==> src/design/ngate_pkg.sv <==
`timescale 1ns / 1ps
// ----------------------------------------------------------------------------
// ngate_pkg
// Shared constants, types and the exp2 table entry function for the noise gate.
// ----------------------------------------------------------------------------
package ngate_pkg;

   localparam int SAMPLE_WIDTH_DEF = 16;
   localparam int HOLD_WIDTH_DEF   = 24;
   localparam int CSR_DATA_WIDTH   = 32;
   localparam int CSR_INDEX_WIDTH  = 3;
   localparam int MUL_WIDTH        = 32;

   // register indexes
   localparam logic [CSR_INDEX_WIDTH-1:0] REG_GATE_ENABLE  = 3'd0;
   localparam logic [CSR_INDEX_WIDTH-1:0] REG_THRESHOLD    = 3'd1;
   localparam logic [CSR_INDEX_WIDTH-1:0] REG_ATTACK       = 3'd2;
   localparam logic [CSR_INDEX_WIDTH-1:0] REG_RELEASE      = 3'd3;
   localparam logic [CSR_INDEX_WIDTH-1:0] REG_HOLD         = 3'd4;
   localparam logic [CSR_INDEX_WIDTH-1:0] REG_EXPAND_RATIO = 3'd5;

   localparam logic [30:0] THRESHOLD_RST = 31'd1073742;
   localparam logic [15:0] ATTACK_RST    = 16'd64880;
   localparam logic [15:0] RELEASE_RST   = 16'd65400;
   localparam int          HOLD_RST      = 2400;

   typedef struct packed {
      logic        enable;
      logic [30:0] threshold;
      logic [15:0] attack;
      logic [15:0] rel_coeff;
      logic [15:0] ratio;
   } ngate_cfg_type;

   function automatic logic [63:0] isqrt64(input logic [63:0] x);
      logic [63:0] rem;
      logic [63:0] res;
      logic [63:0] bitv;
      rem  = x;
      res  = 64'd0;
      bitv = 64'd1 << 62;
      for (int i = 0; i < 32; i++) begin
         if (bitv > rem) bitv = bitv >> 2;
      end
      for (int i = 0; i < 32; i++) begin
         if (bitv != 64'd0) begin
            if (rem >= res + bitv) begin
               rem = rem - (res + bitv);
               res = (res >> 1) + bitv;
            end else begin
               res = res >> 1;
            end
            bitv = bitv >> 2;
         end
      end
      return res;
   endfunction

   // entry j is 2^(-2^-(j+1)) in Q0.30
   function automatic logic [29:0] exp_entry(input int j);
      logic [63:0] v;
      v = isqrt64(64'd1 << 59);
      for (int i = 1; i < 16; i++) begin
         if (i <= j) v = isqrt64(v << 30);
      end
      return v[29:0];
   endfunction

endpackage

==> src/design/ngate_mul.sv <==
`timescale 1ns / 1ps
// ----------------------------------------------------------------------------
// ngate_mul
// Shared unsigned multiplier with a registered product.
// ----------------------------------------------------------------------------
module ngate_mul
   import ngate_pkg::*;
(
   input  logic                   clock,
   input  logic [MUL_WIDTH-1:0]   op_a,
   input  logic [MUL_WIDTH-1:0]   op_b,
   output logic [2*MUL_WIDTH-1:0] prod_ff
);

   logic [2*MUL_WIDTH-1:0] prod_in;

   assign prod_in = {{MUL_WIDTH{1'b0}}, op_a} * {{MUL_WIDTH{1'b0}}, op_b};

   always_ff @(posedge clock) begin
      prod_ff <= prod_in;
   end

endmodule

==> src/design/ngate_csr.sv <==
`timescale 1ns / 1ps
// ----------------------------------------------------------------------------
// ngate_csr
// Configuration registers of the noise gate.
// ----------------------------------------------------------------------------
module ngate_csr
   import ngate_pkg::*;
#(
   parameter int HOLD_WIDTH = HOLD_WIDTH_DEF
) (
   input  logic                       clock,
   input  logic                       reset,
   input  logic                       wr_en,
   input  logic [CSR_INDEX_WIDTH-1:0] wr_index,
   input  logic [CSR_DATA_WIDTH-1:0]  wr_data,
   output ngate_cfg_type              cfg,
   output logic [HOLD_WIDTH-1:0]      hold_samples
);

   ngate_cfg_type         cfg_ff;
   logic [HOLD_WIDTH-1:0] hold_ff;

   always_ff @(posedge clock) begin
      if (reset) begin
         cfg_ff.enable    <= 1'b1;
         cfg_ff.threshold <= THRESHOLD_RST;
         cfg_ff.attack    <= ATTACK_RST;
         cfg_ff.rel_coeff <= RELEASE_RST;
         cfg_ff.ratio     <= 16'd0;
         hold_ff          <= HOLD_WIDTH'(HOLD_RST);
      end else if (wr_en) begin
         case (wr_index)
            REG_GATE_ENABLE:  cfg_ff.enable    <= wr_data[0];
            REG_THRESHOLD:    cfg_ff.threshold <= wr_data[30:0];
            REG_ATTACK:       cfg_ff.attack    <= wr_data[15:0];
            REG_RELEASE:      cfg_ff.rel_coeff <= wr_data[15:0];
            REG_HOLD:         hold_ff          <= wr_data[HOLD_WIDTH-1:0];
            REG_EXPAND_RATIO: cfg_ff.ratio     <= wr_data[15:0];
            default: ;
         endcase
      end
   end

   assign cfg          = cfg_ff;
   assign hold_samples = hold_ff;

endmodule

==> src/design/ngate_core.sv <==
`timescale 1ns / 1ps
// ----------------------------------------------------------------------------
// ngate_core
// Sequencer and datapath: envelope, gate/hold, log2/exp2 gain, output scale, or bypass when disabled.
// ----------------------------------------------------------------------------
module ngate_core
   import ngate_pkg::*;
#(
   parameter int SAMPLE_WIDTH = SAMPLE_WIDTH_DEF,
   parameter int HOLD_WIDTH   = HOLD_WIDTH_DEF
) (
   input  logic                    clock,
   input  logic                    reset,
   input  ngate_cfg_type           cfg,
   input  logic [HOLD_WIDTH-1:0]   hold_samples,
   input  logic                    start,
   input  logic [SAMPLE_WIDTH-1:0] sample,
   input  logic                    last,
   output logic                    idle,
   output logic                    done,
   input  logic                    take,
   output logic [SAMPLE_WIDTH-1:0] res_sample,
   output logic                    res_last
);

   localparam int PSR = (2*SAMPLE_WIDTH >= 32) ? 2*SAMPLE_WIDTH - 32 : 0;
   localparam int PSL = (2*SAMPLE_WIDTH >= 32) ? 0 : 32 - 2*SAMPLE_WIDTH;

   localparam logic [4:0] S_IDLE = 5'd0,  S_PWR = 5'd1,  S_ENV = 5'd2,
                          S_ENVM = 5'd3,  S_ENVU = 5'd4, S_GATE = 5'd5,
                          S_TGT = 5'd6,   S_NORM = 5'd7, S_SQ = 5'd8,
                          S_SQU = 5'd9,   S_DIF = 5'd10, S_DM = 5'd11,
                          S_DMU = 5'd12,  S_EX = 5'd13,  S_EXU = 5'd14,
                          S_EXF = 5'd15,  S_GM = 5'd16,  S_GU = 5'd17,
                          S_OUT = 5'd18,  S_RES = 5'd19, S_DONE = 5'd20;

   localparam logic [29:0] EXP_TAB [0:15] = '{
      exp_entry(0),  exp_entry(1),  exp_entry(2),  exp_entry(3),
      exp_entry(4),  exp_entry(5),  exp_entry(6),  exp_entry(7),
      exp_entry(8),  exp_entry(9),  exp_entry(10), exp_entry(11),
      exp_entry(12), exp_entry(13), exp_entry(14), exp_entry(15)};

   logic [4:0]              state_ff, state_in;
   logic [30:0]             env_ff, env_in;
   logic                    open_ff, open_in;
   logic [HOLD_WIDTH-1:0]   hold_ff, hold_in;
   logic [16:0]             gain_ff, gain_in;

   logic [SAMPLE_WIDTH-1:0] mag_ff, mag_in;
   logic                    neg_ff, neg_in;
   logic                    last_ff, last_in;
   logic [SAMPLE_WIDTH-1:0] res_ff, res_in;
   logic [30:0]             pwr_ff, pwr_in;
   logic [16:0]             tgt_ff, tgt_in;
   logic [30:0]             m_ff, m_in;
   logic [4:0]              k_ff, k_in;
   logic [15:0]             frac_ff, frac_in;
   logic [3:0]              cnt_ff, cnt_in;
   logic                    sel_ff, sel_in;
   logic [20:0]             lt_ff, lt_in;
   logic [20:0]             le_ff, le_in;
   logic [20:0]             d_ff, d_in;
   logic [24:0]             e_ff, e_in;
   logic [30:0]             g_ff, g_in;

   logic [MUL_WIDTH-1:0]    op_a, op_b;
   logic [2*MUL_WIDTH-1:0]  prod_ff;
   logic [2*MUL_WIDTH-1:0]  pwr_full;
   logic                    env_ge, gain_ge;
   logic [30:0]             env_diff;
   logic [16:0]             gain_diff;
   logic [15:0]             c_env, c_gain;
   logic [31:0]             sq;
   logic [15:0]             frac_nx;
   logic [8:0]              exp_int;
   logic [30:0]             g_sh;
   logic [SAMPLE_WIDTH-1:0] prod_mag;

   ngate_mul u_mul (
      .clock   (clock),
      .op_a    (op_a),
      .op_b    (op_b),
      .prod_ff (prod_ff)
   );

   assign env_ge    = env_ff >= pwr_ff;
   assign env_diff  = env_ge ? env_ff - pwr_ff : pwr_ff - env_ff;
   assign c_env     = (pwr_ff > env_ff) ? cfg.attack : cfg.rel_coeff;
   assign gain_ge   = gain_ff >= tgt_ff;
   assign gain_diff = gain_ge ? gain_ff - tgt_ff : tgt_ff - gain_ff;
   assign c_gain    = open_ff ? cfg.attack : cfg.rel_coeff;
   assign pwr_full  = (2*SAMPLE_WIDTH >= 32) ? (prod_ff >> PSR) : (prod_ff << PSL);
   assign sq        = prod_ff[61:30];
   assign frac_nx   = {frac_ff[14:0], sq[31]};
   assign exp_int   = e_ff[24:16];
   assign g_sh      = g_ff >> exp_int[4:0];
   assign prod_mag  = prod_ff[SAMPLE_WIDTH+15:16];

   // operand select for the shared multiplier
   always_comb begin
      op_a = '0;
      op_b = '0;
      case (state_ff)
         S_PWR: begin
            op_a = MUL_WIDTH'(mag_ff);
            op_b = MUL_WIDTH'(mag_ff);
         end
         S_ENVM: begin
            op_a = MUL_WIDTH'(c_env);
            op_b = MUL_WIDTH'(env_diff);
         end
         S_SQ: begin
            op_a = MUL_WIDTH'(m_ff);
            op_b = MUL_WIDTH'(m_ff);
         end
         S_DM: begin
            op_a = MUL_WIDTH'(d_ff);
            op_b = MUL_WIDTH'(cfg.ratio);
         end
         S_EX: begin
            op_a = MUL_WIDTH'(g_ff);
            op_b = MUL_WIDTH'(EXP_TAB[cnt_ff]);
         end
         S_GM: begin
            op_a = MUL_WIDTH'(c_gain);
            op_b = MUL_WIDTH'(gain_diff);
         end
         S_OUT: begin
            op_a = MUL_WIDTH'(mag_ff);
            op_b = MUL_WIDTH'(gain_ff);
         end
         default: ;
      endcase
   end

   always_comb begin
      state_in = state_ff;
      env_in   = env_ff;
      open_in  = open_ff;
      hold_in  = hold_ff;
      gain_in  = gain_ff;
      mag_in   = mag_ff;
      neg_in   = neg_ff;
      last_in  = last_ff;
      res_in   = res_ff;
      pwr_in   = pwr_ff;
      tgt_in   = tgt_ff;
      m_in     = m_ff;
      k_in     = k_ff;
      frac_in  = frac_ff;
      cnt_in   = cnt_ff;
      sel_in   = sel_ff;
      lt_in    = lt_ff;
      le_in    = le_ff;
      d_in     = d_ff;
      e_in     = e_ff;
      g_in     = g_ff;
      case (state_ff)
         S_IDLE: begin
            if (start) begin
               neg_in  = sample[SAMPLE_WIDTH-1];
               mag_in  = sample[SAMPLE_WIDTH-1] ? ~sample + 1'b1 : sample;
               last_in = last;
               res_in  = sample;
               state_in = cfg.enable ? S_PWR : S_DONE;
            end
         end
         S_PWR:  state_in = S_ENV;
         S_ENV: begin
            pwr_in   = pwr_full[30:0];
            state_in = S_ENVM;
         end
         S_ENVM: state_in = S_ENVU;
         S_ENVU: begin
            env_in   = env_ge ? pwr_ff + prod_ff[46:16] : pwr_ff - prod_ff[46:16];
            state_in = S_GATE;
         end
         S_GATE: begin
            if (env_ff > cfg.threshold) begin
               open_in = 1'b1;
               hold_in = hold_samples;
            end else if (hold_ff != '0) begin
               hold_in = hold_ff - 1'b1;
            end else begin
               open_in = 1'b0;
            end
            state_in = S_TGT;
         end
         S_TGT: begin
            state_in = S_GM;
            if (open_ff) begin
               tgt_in = 17'd65536;
            end else begin
               tgt_in = 17'd0;
               if (cfg.ratio != 16'd0 && env_ff != 31'd0 && env_ff < cfg.threshold) begin
                  m_in     = cfg.threshold;
                  k_in     = 5'd30;
                  sel_in   = 1'b0;
                  state_in = S_NORM;
               end
            end
         end
         // one bit of normalization per cycle
         S_NORM: begin
            if (!m_ff[30]) begin
               m_in = {m_ff[29:0], 1'b0};
               k_in = k_ff - 1'b1;
            end else begin
               cnt_in   = 4'd0;
               frac_in  = 16'd0;
               state_in = S_SQ;
            end
         end
         S_SQ: state_in = S_SQU;
         S_SQU: begin
            frac_in  = frac_nx;
            m_in     = sq[31] ? sq[31:1] : sq[30:0];
            cnt_in   = cnt_ff + 1'b1;
            state_in = S_SQ;
            if (cnt_ff == 4'd15) begin
               if (!sel_ff) begin
                  lt_in    = {k_ff, frac_nx};
                  m_in     = env_ff;
                  k_in     = 5'd30;
                  sel_in   = 1'b1;
                  state_in = S_NORM;
               end else begin
                  le_in    = {k_ff, frac_nx};
                  state_in = S_DIF;
               end
            end
         end
         S_DIF: begin
            d_in     = (lt_ff > le_ff) ? lt_ff - le_ff : 21'd0;
            state_in = S_DM;
         end
         S_DM:  state_in = S_DMU;
         S_DMU: begin
            e_in     = prod_ff[36:12];
            g_in     = 31'd1 << 30;
            cnt_in   = 4'd0;
            state_in = S_EX;
         end
         S_EX:  state_in = S_EXU;
         S_EXU: begin
            if (e_ff[4'd15 - cnt_ff]) g_in = prod_ff[60:30];
            cnt_in   = cnt_ff + 1'b1;
            state_in = (cnt_ff == 4'd15) ? S_EXF : S_EX;
         end
         S_EXF: begin
            tgt_in   = (exp_int >= 9'd31) ? 17'd0 : g_sh[30:14];
            state_in = S_GM;
         end
         S_GM:  state_in = S_GU;
         S_GU: begin
            gain_in  = gain_ge ? tgt_ff + prod_ff[32:16] : tgt_ff - prod_ff[32:16];
            state_in = S_OUT;
         end
         S_OUT: state_in = S_RES;
         S_RES: begin
            res_in   = neg_ff ? ~prod_mag + 1'b1 : prod_mag;
            state_in = S_DONE;
         end
         S_DONE: begin
            if (take) state_in = S_IDLE;
         end
         default: state_in = S_IDLE;
      endcase
   end

   always_ff @(posedge clock) begin
      if (reset) begin
         state_ff <= S_IDLE;
         env_ff   <= '0;
         open_ff  <= 1'b0;
         hold_ff  <= '0;
         gain_ff  <= '0;
      end else begin
         state_ff <= state_in;
         env_ff   <= env_in;
         open_ff  <= open_in;
         hold_ff  <= hold_in;
         gain_ff  <= gain_in;
      end
   end

   always_ff @(posedge clock) begin
      mag_ff  <= mag_in;
      neg_ff  <= neg_in;
      last_ff <= last_in;
      res_ff  <= res_in;
      pwr_ff  <= pwr_in;
      tgt_ff  <= tgt_in;
      m_ff    <= m_in;
      k_ff    <= k_in;
      frac_ff <= frac_in;
      cnt_ff  <= cnt_in;
      sel_ff  <= sel_in;
      lt_ff   <= lt_in;
      le_ff   <= le_in;
      d_ff    <= d_in;
      e_ff    <= e_in;
      g_ff    <= g_in;
   end

   assign idle       = state_ff == S_IDLE;
   assign done       = state_ff == S_DONE;
   assign res_sample = res_ff;
   assign res_last   = last_ff;

endmodule

==> src/design/noise_gate_with_hold_and_expander_unit.sv <==
`timescale 1ns / 1ps
// ----------------------------------------------------------------------------
// noise_gate_with_hold_and_expander_unit
// Noise gate with hold and downward expansion on a stream of audio samples.
// ----------------------------------------------------------------------------
// modes: bypass, gate open or full gating, and expansion, which runs two
// normalizations, two 16-step log2 squarings and 16 exp2 steps, all on one
// shared multiplier
// throughput: one sample at a time; the next sample is taken once the
// finished beat has moved into the output register
// reset: synchronous, clears envelope, gate, hold count, gain and handshakes
module noise_gate_with_hold_and_expander_unit
   import ngate_pkg::*;
#(
   parameter int SAMPLE_WIDTH = SAMPLE_WIDTH_DEF,
   parameter int HOLD_WIDTH   = HOLD_WIDTH_DEF
) (
   input  logic                              clock,
   input  logic                              reset,
   input  logic                              req_tvalid,
   output logic                              req_tready,
   input  logic [((SAMPLE_WIDTH+7)/8)*8-1:0] req_tdata,   // sample_in
   input  logic                              req_tlast,   // frame_end
   output logic                              rsp_tvalid,
   input  logic                              rsp_tready,
   output logic [((SAMPLE_WIDTH+7)/8)*8-1:0] rsp_tdata,   // gated_sample
   output logic                              rsp_tlast,   // frame_end_out
   input  logic                              csr_valid,
   output logic                              csr_ready,
   input  logic [CSR_INDEX_WIDTH-1:0]        csr_index,
   input  logic [CSR_DATA_WIDTH-1:0]         csr_wdata
);

   localparam int TDATA_WIDTH = ((SAMPLE_WIDTH+7)/8)*8;

   ngate_cfg_type           cfg;
   logic [HOLD_WIDTH-1:0]   hold_samples;
   logic                    core_idle, core_done, core_take;
   logic [SAMPLE_WIDTH-1:0] core_sample;
   logic                    core_last;
   logic                    rsp_valid_ff, rsp_valid_in;
   logic [SAMPLE_WIDTH-1:0] rsp_data_ff;
   logic                    rsp_last_ff;

   assign csr_ready  = 1'b1;
   assign req_tready = core_idle;

   ngate_csr #(.HOLD_WIDTH(HOLD_WIDTH)) u_csr (
      .clock        (clock),
      .reset        (reset),
      .wr_en        (csr_valid),
      .wr_index     (csr_index),
      .wr_data      (csr_wdata),
      .cfg          (cfg),
      .hold_samples (hold_samples)
   );

   ngate_core #(.SAMPLE_WIDTH(SAMPLE_WIDTH), .HOLD_WIDTH(HOLD_WIDTH)) u_core (
      .clock        (clock),
      .reset        (reset),
      .cfg          (cfg),
      .hold_samples (hold_samples),
      .start        (req_tvalid && core_idle),
      .sample       (req_tdata[SAMPLE_WIDTH-1:0]),
      .last         (req_tlast),
      .idle         (core_idle),
      .done         (core_done),
      .take         (core_take),
      .res_sample   (core_sample),
      .res_last     (core_last)
   );

   // output register frees once its beat is taken
   assign core_take    = core_done && (!rsp_valid_ff || rsp_tready);
   assign rsp_valid_in = core_take || (rsp_valid_ff && !rsp_tready);

   always_ff @(posedge clock) begin
      if (reset) begin
         rsp_valid_ff <= 1'b0;
      end else begin
         rsp_valid_ff <= rsp_valid_in;
      end
   end

   always_ff @(posedge clock) begin
      if (core_take) begin
         rsp_data_ff <= core_sample;
         rsp_last_ff <= core_last;
      end
   end

   assign rsp_tvalid = rsp_valid_ff;
   assign rsp_tdata  = TDATA_WIDTH'(rsp_data_ff);
   assign rsp_tlast  = rsp_last_ff;

   a_busy_after_accept: assert property (@(posedge clock) disable iff (reset)
      req_tvalid && req_tready |=> !req_tready)
      else $error("core took a beat but stayed idle");

   a_idle_not_done: assert property (@(posedge clock) disable iff (reset)
      !(core_idle && core_done))
      else $error("core idle and done together");

   a_result_held: assert property (@(posedge clock) disable iff (reset)
      core_done && !core_take |=> core_done)
      else $error("finished result dropped before the output register took it");

   a_take_loads: assert property (@(posedge clock) disable iff (reset)
      core_take |=> rsp_tvalid)
      else $error("output register not loaded");

endmodule

==> config.mk <==
export PLATFORM = sky130hd
export DESIGN_NAME = noise_gate_with_hold_and_expander_unit
export DESIGN_NICKNAME = d
export VERILOG_FILES = /design/src/design/ngate_pkg.sv /design/src/design/ngate_mul.sv /design/src/design/ngate_csr.sv /design/src/design/ngate_core.sv /design/src/design/noise_gate_with_hold_and_expander_unit.sv
export SDC_FILE = /design/constraint.sdc
export NUM_CORES = 2
export LEC_CHECK = 0
export ABC_AREA = 0
export ABC_CLOCK_PERIOD_IN_PS = 11400
export CORE_UTILIZATION = 55
export CTS_CLUSTER_DIAMETER = 50
export CTS_CLUSTER_SIZE = 28
export DETAILED_ROUTE_END_ITERATION = 10
export DONT_BUFFER_PORTS = 1
export GPL_TIMING_DRIVEN = 0
export PLACE_DENSITY = 0.78
export SLEW_MARGIN = 20
export SYNTH_ARGS = -nofsm -noshare
export SYNTH_HDL_FRONTEND = slang
export SYNTH_SLANG_ARGS = --single-unit
==> constraint.sdc <==
create_clock -name clock -period 11.4 [get_ports clock]
set_clock_uncertainty 0.15 [all_clocks]
set_input_delay 2.28 -clock clock [delete_from_list [all_inputs] [get_ports clock]]
set_output_delay 2.28 -clock clock [all_outputs]
set_load 0.1 [all_outputs]
---- Yosys cells after proc, flatten, opt, wreduce, memory -nomap -nowiden ----
Memories as Yosys holds them, arrays and structs flattened.
Cells that the tools add are included.
word-level totals
  register bits after elaboration ......... 519
  bits in latches ......................... 0
  memory bits (writable) .................. 0
  ROM bits ................................ 480
  input port bits ......................... 57
  word-level logic and storage cells ...... 200
  memories ................................ 1
cells by class
  $add $sub $neg .......................... 15
  multiply operators ...................... 1
  div/mod/pow operators ................... 0
  magnitude comparators ................... 9
  eq/ne operators ......................... 36
  shift-type cells ........................ 1
  multiplexer cells ....................... 56
  bitwise gates (word level) .............. 4
  reduce and logical (&&, ||, !) cells .... 44
memories
  name             words  bits a word  rd ports  clocked after memory_dff  write ports  RTL line           text
  (no name shown)  16     30           1         0                         0            ngate_core.sv:122  op_b = MUL_WIDTH'(EXP_TAB[cnt_ff]);
operator list
  operator                                             number
  two-way mux 31 bit                                   9
  case mux 31 bit (7 select lines)                     1
  case mux 31 bit (6 select lines)                     1
  case mux 5 bit (21 select lines)                     1
  case mux 31 bit (3 select lines)                     1
  subtractor 31 bit                                    3
  two-way mux 17 bit                                   4
  two-way mux 16 bit                                   4
  greater-than comparator 31 bit                       2
  multiplier 31 x 31 -> 62 bit                         1
  case mux 31 bit (2 select lines)                     1
  two-way mux 30 bit                                   2
  two-way mux 5 bit                                    12
  subtractor 17 bit                                    3
  two-way mux 24 bit                                   2
  equality test 5 x 4 -> 1 bit, second input constant  8
  case mux 17 bit (2 select lines)                     1
  adder 16 x 1 -> 16 bit, second input constant        2
  NOT 16 bit                                           2
  case mux 16 bit (2 select lines)                     1
  adder 31 bit                                         1
  greater-or-equal comparator 31 bit                   1
  < comparator 31 bit                                  1
  nonzero test 31 bit                                  1
  other kinds (47)                                     101

---- Logic depth before layout (Yosys ltp) ----
  word-level depth ........................ 6
  depth in mapped cells ................... 43
  gate-level depth less buffers ........... 39

---- Hierarchy ----
Synthesis repeated with hierarchy kept, for this count alone.
unflattened totals
  cell total of the unflattened synthesis .. 7,269
  area total of the unflattened synthesis .. 66,306.1 um^2
modules (own cells, without submodules)
  module                                  instances  cells each  area an instance (um^2)
  ngate_mul                               1          3,747       34,548.1
  ngate_core                              1          3,099       26,973.4
  ngate_csr                               1          398         4,201.5
  noise_gate_with_hold_and_expander_unit  1          25          583.1

---- Worst setup path after synthesis ----
Ideal clock, no wire load.
  kind .................................... reg-to-reg
  from .................................... register u_core.pwr_ff[18]
  to ...................................... register u_core.u_mul.prod_ff[54]
  library setup time ...................... 121 ps
  arrival ................................. 10,035 ps
  required time ........................... 11,129 ps
  setup slack ............................. 1,095 ps
  cell stages (with the launch flop) ...... 38
  buffers on the path ..................... 3
  cells stage by stage .................... edfxtp_1 -> inv_1 -> ha_1 -> buf_2 -> nand2_1 -> o21ai_1 -> a211o_1 -> a211o_2 -> a21o_1 -> buf_6 -> a31oi_1 -> xnor2_1 -> nor2_1 -> a2111oi_2 -> buf_2 -> nor2_1 -> fa_1 -> fa_1 -> [2 not listed] -> inv_1 -> fa_1 -> inv_1 -> fa_1 -> fa_1 -> fa_1 -> fa_1 -> inv_1 -> ha_1 -> nand3_1 -> or3_1 -> a2111oi_0 -> nor3b_1 -> or4b_1 -> a31oi_1 -> nand2b_1 -> a21boi_0 -> xnor2_1
between the ends
  longest elaborated chain between the ends .. 4
  elaborated cells on any way between the ends .. 9
  classes of those cells .................. add/sub (2); mul (1); order compare (2); mux (4)
ends and longest elaborated chain
  item                                                                                         RTL line                            text
  from (decl)                                                                                  ngate_core.sv:53                    logic [30:0] pwr_ff, pwr_in;
  from (signal assigned)                                                                       ngate_core.sv:292                   pwr_ff <= pwr_in;
  subtractor 31 bit (tied with other cells)                                                    ngate_core.sv:87                    assign env_diff = env_ge ? env_ff - pwr_ff : pwr_ff - env_ff;
  two-way mux 31 bit / two-way mux 16 bit (equally long branches)                              ngate_core.sv:87, ngate_core.sv:88
  case mux 31 bit (7 select lines) / case mux 31 bit (6 select lines) (equally long branches)  ngate_core.sv:103                   case (state_ff)
  multiplier 31 x 31 -> 62 bit (*)                                                             ngate_mul.sv:17                     assign prod_in = {{MUL_WIDTH{1'b0}}, op_a} * {{MUL_WIDTH{1'b0}}, op_b};
  net u_core.u_mul.prod_in[54]                                                                 ngate_mul.sv:15                     logic [2*MUL_WIDTH-1:0] prod_in;
  to (signal assigned)                                                                         ngate_mul.sv:20                     prod_ff <= prod_in;
  to (decl)                                                                                    ngate_mul.sv:12                     output logic [2*MUL_WIDTH-1:0] prod_ff
Mark *: on every way through the listed nets, which the timed path passes. The rest lies on a longest branch.
A chain may end at the register's enable or synchronous reset.

---- Final worst setup path ----
  from .................................... register u_core.env_ff[26]
  to ...................................... register u_core.u_mul.prod_ff[60]
between the ends
  longest elaborated chain between the ends .. 4
  elaborated cells on any way between the ends .. 9
  classes of those cells .................. add/sub (2); mul (1); order compare (2); mux (4)
ends and longest elaborated chain
  item                                                                                         RTL line                            text
  from (decl)                                                                                  ngate_core.sv:44                    logic [30:0] env_ff, env_in;
  from (signal assigned)                                                                       ngate_core.sv:280                   env_ff <= env_in;
  subtractor 31 bit (tied with other cells)                                                    ngate_core.sv:87
  two-way mux 31 bit / two-way mux 16 bit (equally long branches)                              ngate_core.sv:87, ngate_core.sv:88
  case mux 31 bit (7 select lines) / case mux 31 bit (6 select lines) (equally long branches)  ngate_core.sv:103
  multiplier 31 x 31 -> 62 bit (*)                                                             ngate_mul.sv:17
  net u_core.u_mul.prod_in[60]                                                                 ngate_mul.sv:15
Marked as above.

==> reports/qor.log <==
qor: outcome.outcome complete, no violations
qor: global_routing.globalRouteTotalUtil 45.68%
qor: finish.layout_cells_sized_above_1 10.23%
qor: place.preCtsSetupSlack -2822 ps
qor: worst_setup_path.required 11800 ps
qor: worst_setup_path.cp-end-kind register
qor: clocking.tritoncts built
qor: place.dp_hpwl 218400 µm
qor: timing.report.final.slew_viol_count 0
qor: worst_setup_path.r2r_slack 30 ps
qor: global_routing.pin_count_of_the_biggest_net_entering_global_routing 31
qor: power.power_density 140.5 nW/µm²
qor: timing.maxClockFrequency 87.95 MHz
qor: logic_synthesis.ys.warnings.count 0
qor: global_routing.grtUsageMet1 61.52%
qor: timing.period_share 99.74%
qor: logic_synthesis.yosys.cell_types.count 91
qor: global_routing.global_route.overflow_total 0
qor: route.detailedRoute.firstIterationViolations 7441
qor: finish.filler_cell_count 9942
qor: finish.layout.cells.most_common inv_1
qor: worst_setup_path.setup.worst_path.class reg2reg
qor: power.p_leak 30.92 nW
qor: worst_setup_path.setup.worst_path.start_class register
qor: logic_synthesis.synthArstFlopShare 0%
qor: global_routing.groute.layer.met3.usage 15.19%
qor: flow_run.max-cap-violations 0
qor: route.drt_wl_total 266400 µm
qor: clocking.max-clock-path-buffers 3
qor: logic_synthesis.synth_sequential_area_ratio 20.87%
qor: route.detail-route-antenna-nets 0
qor: timing.hold_violation_count_in_the_final_report 0
qor: global_routing.globalRouteMet2Util 63.76%
qor: place.port-buffer-count 0
qor: global_routing.grt.busiest_layer met2
qor: floorplan.start_util 55.72%
qor: min_path.hold_depth 0
qor: floorplan.die-area 115800 µm²
qor: worst_setup_path.r2r_end u_core.u_mul.prod_ff[60]$_DFF_P_
qor: worst_setup_path.timing.critical_path.mode_cell fa_1
qor: global_routing.via_count_of_the_first_global_routing_pass 55030
qor: floorplan.die_width 340.3 µm
qor: route.detailroute.via_count 56250
qor: clocking.clkLatencyLatePin 650 ps
qor: clocking.numClockSinks 519
qor: logic_synthesis.synth.avg_cell_area 8.807 µm²
qor: worst_setup_path.worstRegToRegCells 32
qor: logic_synthesis.postSynthCellCount 7147
qor: logic_synthesis.number_of_synthesized_flops_with_an_enable_pin 274
qor: min_path.worstHoldEndpoint u_core.pwr_ff[5]$_DFFE_PP_
qor: clocking.cts_root_buffer clkbuf_16
qor: floorplan.floorplan.core_area 113000 µm²
qor: route.detail_route.wl_per_cell 30.11 µm
qor: timing.slew_headroom 15.03%
qor: clocking.htree_num_levels 2
qor: timing.worst_slack 30.16 ps
qor: min_path.worst_hold_path_type reg2reg
qor: finish.finalNetCount 8666
qor: floorplan.rows 123
qor: route.drt-pass1-iter-count 9
qor: worst_setup_path.critical_path.max_fanout 10
qor: timing.final_period_minus_worst_setup_slack 11370 ps
qor: worst_setup_path.crit_arrival 11770 ps
qor: global_routing.grt_antenna_before_repair 14
qor: logic_synthesis.syn-cell-area 62940 µm²
qor: logic_synthesis.synth_nets 8508
qor: worst_setup_path.crit_path_top_delay_cell a2111o_2
qor: finish.layout_common_cells inv_1, nand2_1, fa_1
qor: min_path.worstHoldStart u_core.u_mul.prod_ff[5]$_DFF_P_
qor: finish.register_area 13220 µm²
qor: finish.areaGrowthSynthToFinish 11.20%
qor: finish.multiInputGateArea 45890 µm²
qor: floorplan.die_y 340.3 µm
qor: clocking.cts-buffers-inserted 44
qor: route.drc_errors 0
qor: floorplan.top_level_ports 77
qor: worst_setup_path.regToRegStartpoint u_core.env_ff[26]$_SDFFE_PP0P_
qor: place.gp_routability_congestion 1.117
qor: global_routing.global_route_wire_length_before_repair 378700 µm
qor: clocking.clkSlewWorstSetupHoldPaths 100 ps
qor: worst_setup_path.timing.critical_path.from u_core.env_ff[26]$_SDFFE_PP0P_
qor: finish.finalCoreUtilization 61.96%
qor: logic_synthesis.synth_top_flop_cell edfxtp_1
qor: power.vdd_ir_drop_max 0.1770 mV
qor: worst_setup_path.timing.critical_path.slowest_cell_delay 650 ps
qor: logic_synthesis.yosys_register_bits 519
qor: route.mean_number_of_vias_per_cell 6.359
qor: timing.setup_viol_count_final 0
qor: timing.whs 258.0 ps
qor: timing.worstMarginPinSlew 1274 ps
[worst max-delay path, delay by kind of cell, from the launching register on]
family	cells	cell delay, ps
xor+xnor	2	500
compound gates	11	3550
simple gates	6	1080
fa+ha+maj	10	4840
flops	1	610
buf+inv	3	500
[report_power, final]
group          internal (mW)  total, mW  switching (mW)
clock network          0.816       1.76           0.945
registers               2.13       2.39           0.258
logic                   1.95       5.69            3.74
total                   4.89       9.83            4.94
[cell families (layout without fill, tap and decap cells)]
family / after synthesis / after routing / synth area share (%)
AND/OR/NAND/NOR: 2242 / 2242 / 15.50
buffers and inverters: 1450 / 1644 / 8.896
adder cells (fa/ha/maj): 1304 / 1304 / 35.99
AO/OA/AOI/OAI: 1272 / 1272 / 13.24
flip-flops: 519 / 519 / 20.87
XOR/XNOR: 222 / 222 / 3.089
multiplexers: 137 / 137 / 2.417
other: 1 / 6 / 0.005958
[sequential cells by signal, indices dropped and copies added, names as in the netlist, 4 cells and up]
register and count:
u_core.cnt_ff 4, u_core.k_ff 5, u_core.g_ff 31, u_csr.hold_samples 24
u_core.env_ff 31, u_csr.cfg 80, u_core.gain_ff 17, u_core.le_ff 21
u_core.tgt_ff 17, u_core.mag_ff 16, u_core.res_sample 16, u_core.m_ff 31
u_core.u_mul.prod_ff 62, u_core.hold_ff 24, u_core.frac_ff 15, u_core.e_ff 25
u_core.d_ff 21, u_core.state_ff 5, u_core.lt_ff 21, u_core.pwr_ff 31
rsp_tdata 16
[Yosys cell counts, drive strengths merged, types with 12 or more instances]
| cell | number | area [µm²] |
|---|---|---|
| mux2i | 89 | 890.9 |
| nor2 | 624 | 2342 |
| o21a | 57 | 427.9 |
| edfxtp | 274 | 8228 |
| o31ai | 24 | 190.2 |
| nand2b | 66 | 412.9 |
| nand3 | 72 | 360.4 |
| a2111oi | 16 | 165.2 |
| o21ai | 218 | 1091 |
| ha | 460 | 5756 |
| a221oi | 24 | 241.5 |
| xor2 | 77 | 674.4 |
| nor3 | 80 | 400.4 |
| nor4 | 23 | 143.9 |
| a22oi | 39 | 292.8 |
| or2 | 25 | 156.4 |
| nand4 | 50 | 312.8 |
| a211oi | 50 | 385.4 |
| xnor2 | 145 | 1270 |
| nor2b | 41 | 256.5 |
| nand2 | 1041 | 3908 |
| dfxtp | 245 | 4905 |
| clkbuf | 304 | 1141 |
| fa | 844 | 16900 |
| a21oi | 436 | 2190 |
| a221o | 18 | 180.2 |
| a31oi | 40 | 250.2 |
| buf | 95 | 513.0 |
| and2 | 123 | 772.0 |
| mux2 | 40 | 450.4 |
| and3 | 31 | 193.9 |
| a21o | 123 | 923.4 |
| o211ai | 31 | 246.5 |
| or3 | 24 | 150.1 |
| o21bai | 36 | 270.3 |
| o2111ai | 12 | 105.1 |
| a21boi | 12 | 90.09 |
| a222oi | 34 | 340.3 |
| inv | 1048 | 3934 |
[cell type report]
class / instances / area share [%]
Sequential cell: 519 / 18.89
Multi-Input combinational cell: 5178 / 65.56
Antenna cell: 5 / 0.01788
Timing Repair Buffer: 135 / 1.904
Inverter: 1051 / 5.642
Tap cell: 1500 / 2.681
Clock inverter: 35 / 0.7597
Buffer: 376 / 2.928
Clock buffer: 47 / 1.620
[layer usage]
layer  vias to the layer above  routed length (µm)
met4                         8               20080
met3                       875               37280
met5                         -                  63
met1                     27930              101900
li1                      23670                   -
met2                      3766              107100
[worst max path at each step]
stage	end	slack, ps
global route	u_core.u_mul.prod_ff[54]$_DFF_P_	-40
global placement	u_core.u_mul.prod_ff[60]$_DFF_P_	-3290
finish	u_core.u_mul.prod_ff[60]$_DFF_P_	30
CTS	u_core.u_mul.prod_ff[54]$_DFF_P_	2
detailed placement	u_core.u_mul.prod_ff[56]$_DFF_P_	-2820
floorplan	u_core.u_mul.prod_ff[54]$_DFF_P_	1090
[timing repair]
action / in CTS / in global routing
setup endpoints to repair: 45 / 28
pin swaps: 23 / 58
setup buffers: 38 / 64
hold buffers: 0 / 0
resized for setup: 336 / 285
cloned: 0 / 3
[metrics by stage]
step	power, mW	std cells	area, µm²	setup TNS [ps]
global route	10.21	8841	69980	-121.7
floorplan	5.506	7147	62940	0
CTS	9.379	8780	68510	0
global placement	7.304	8647	64820	-98100
detailed placement	7.409	8677	65390	-74300
finish	9.833	8846	69990	0
(Power assumes the default switching activity.)
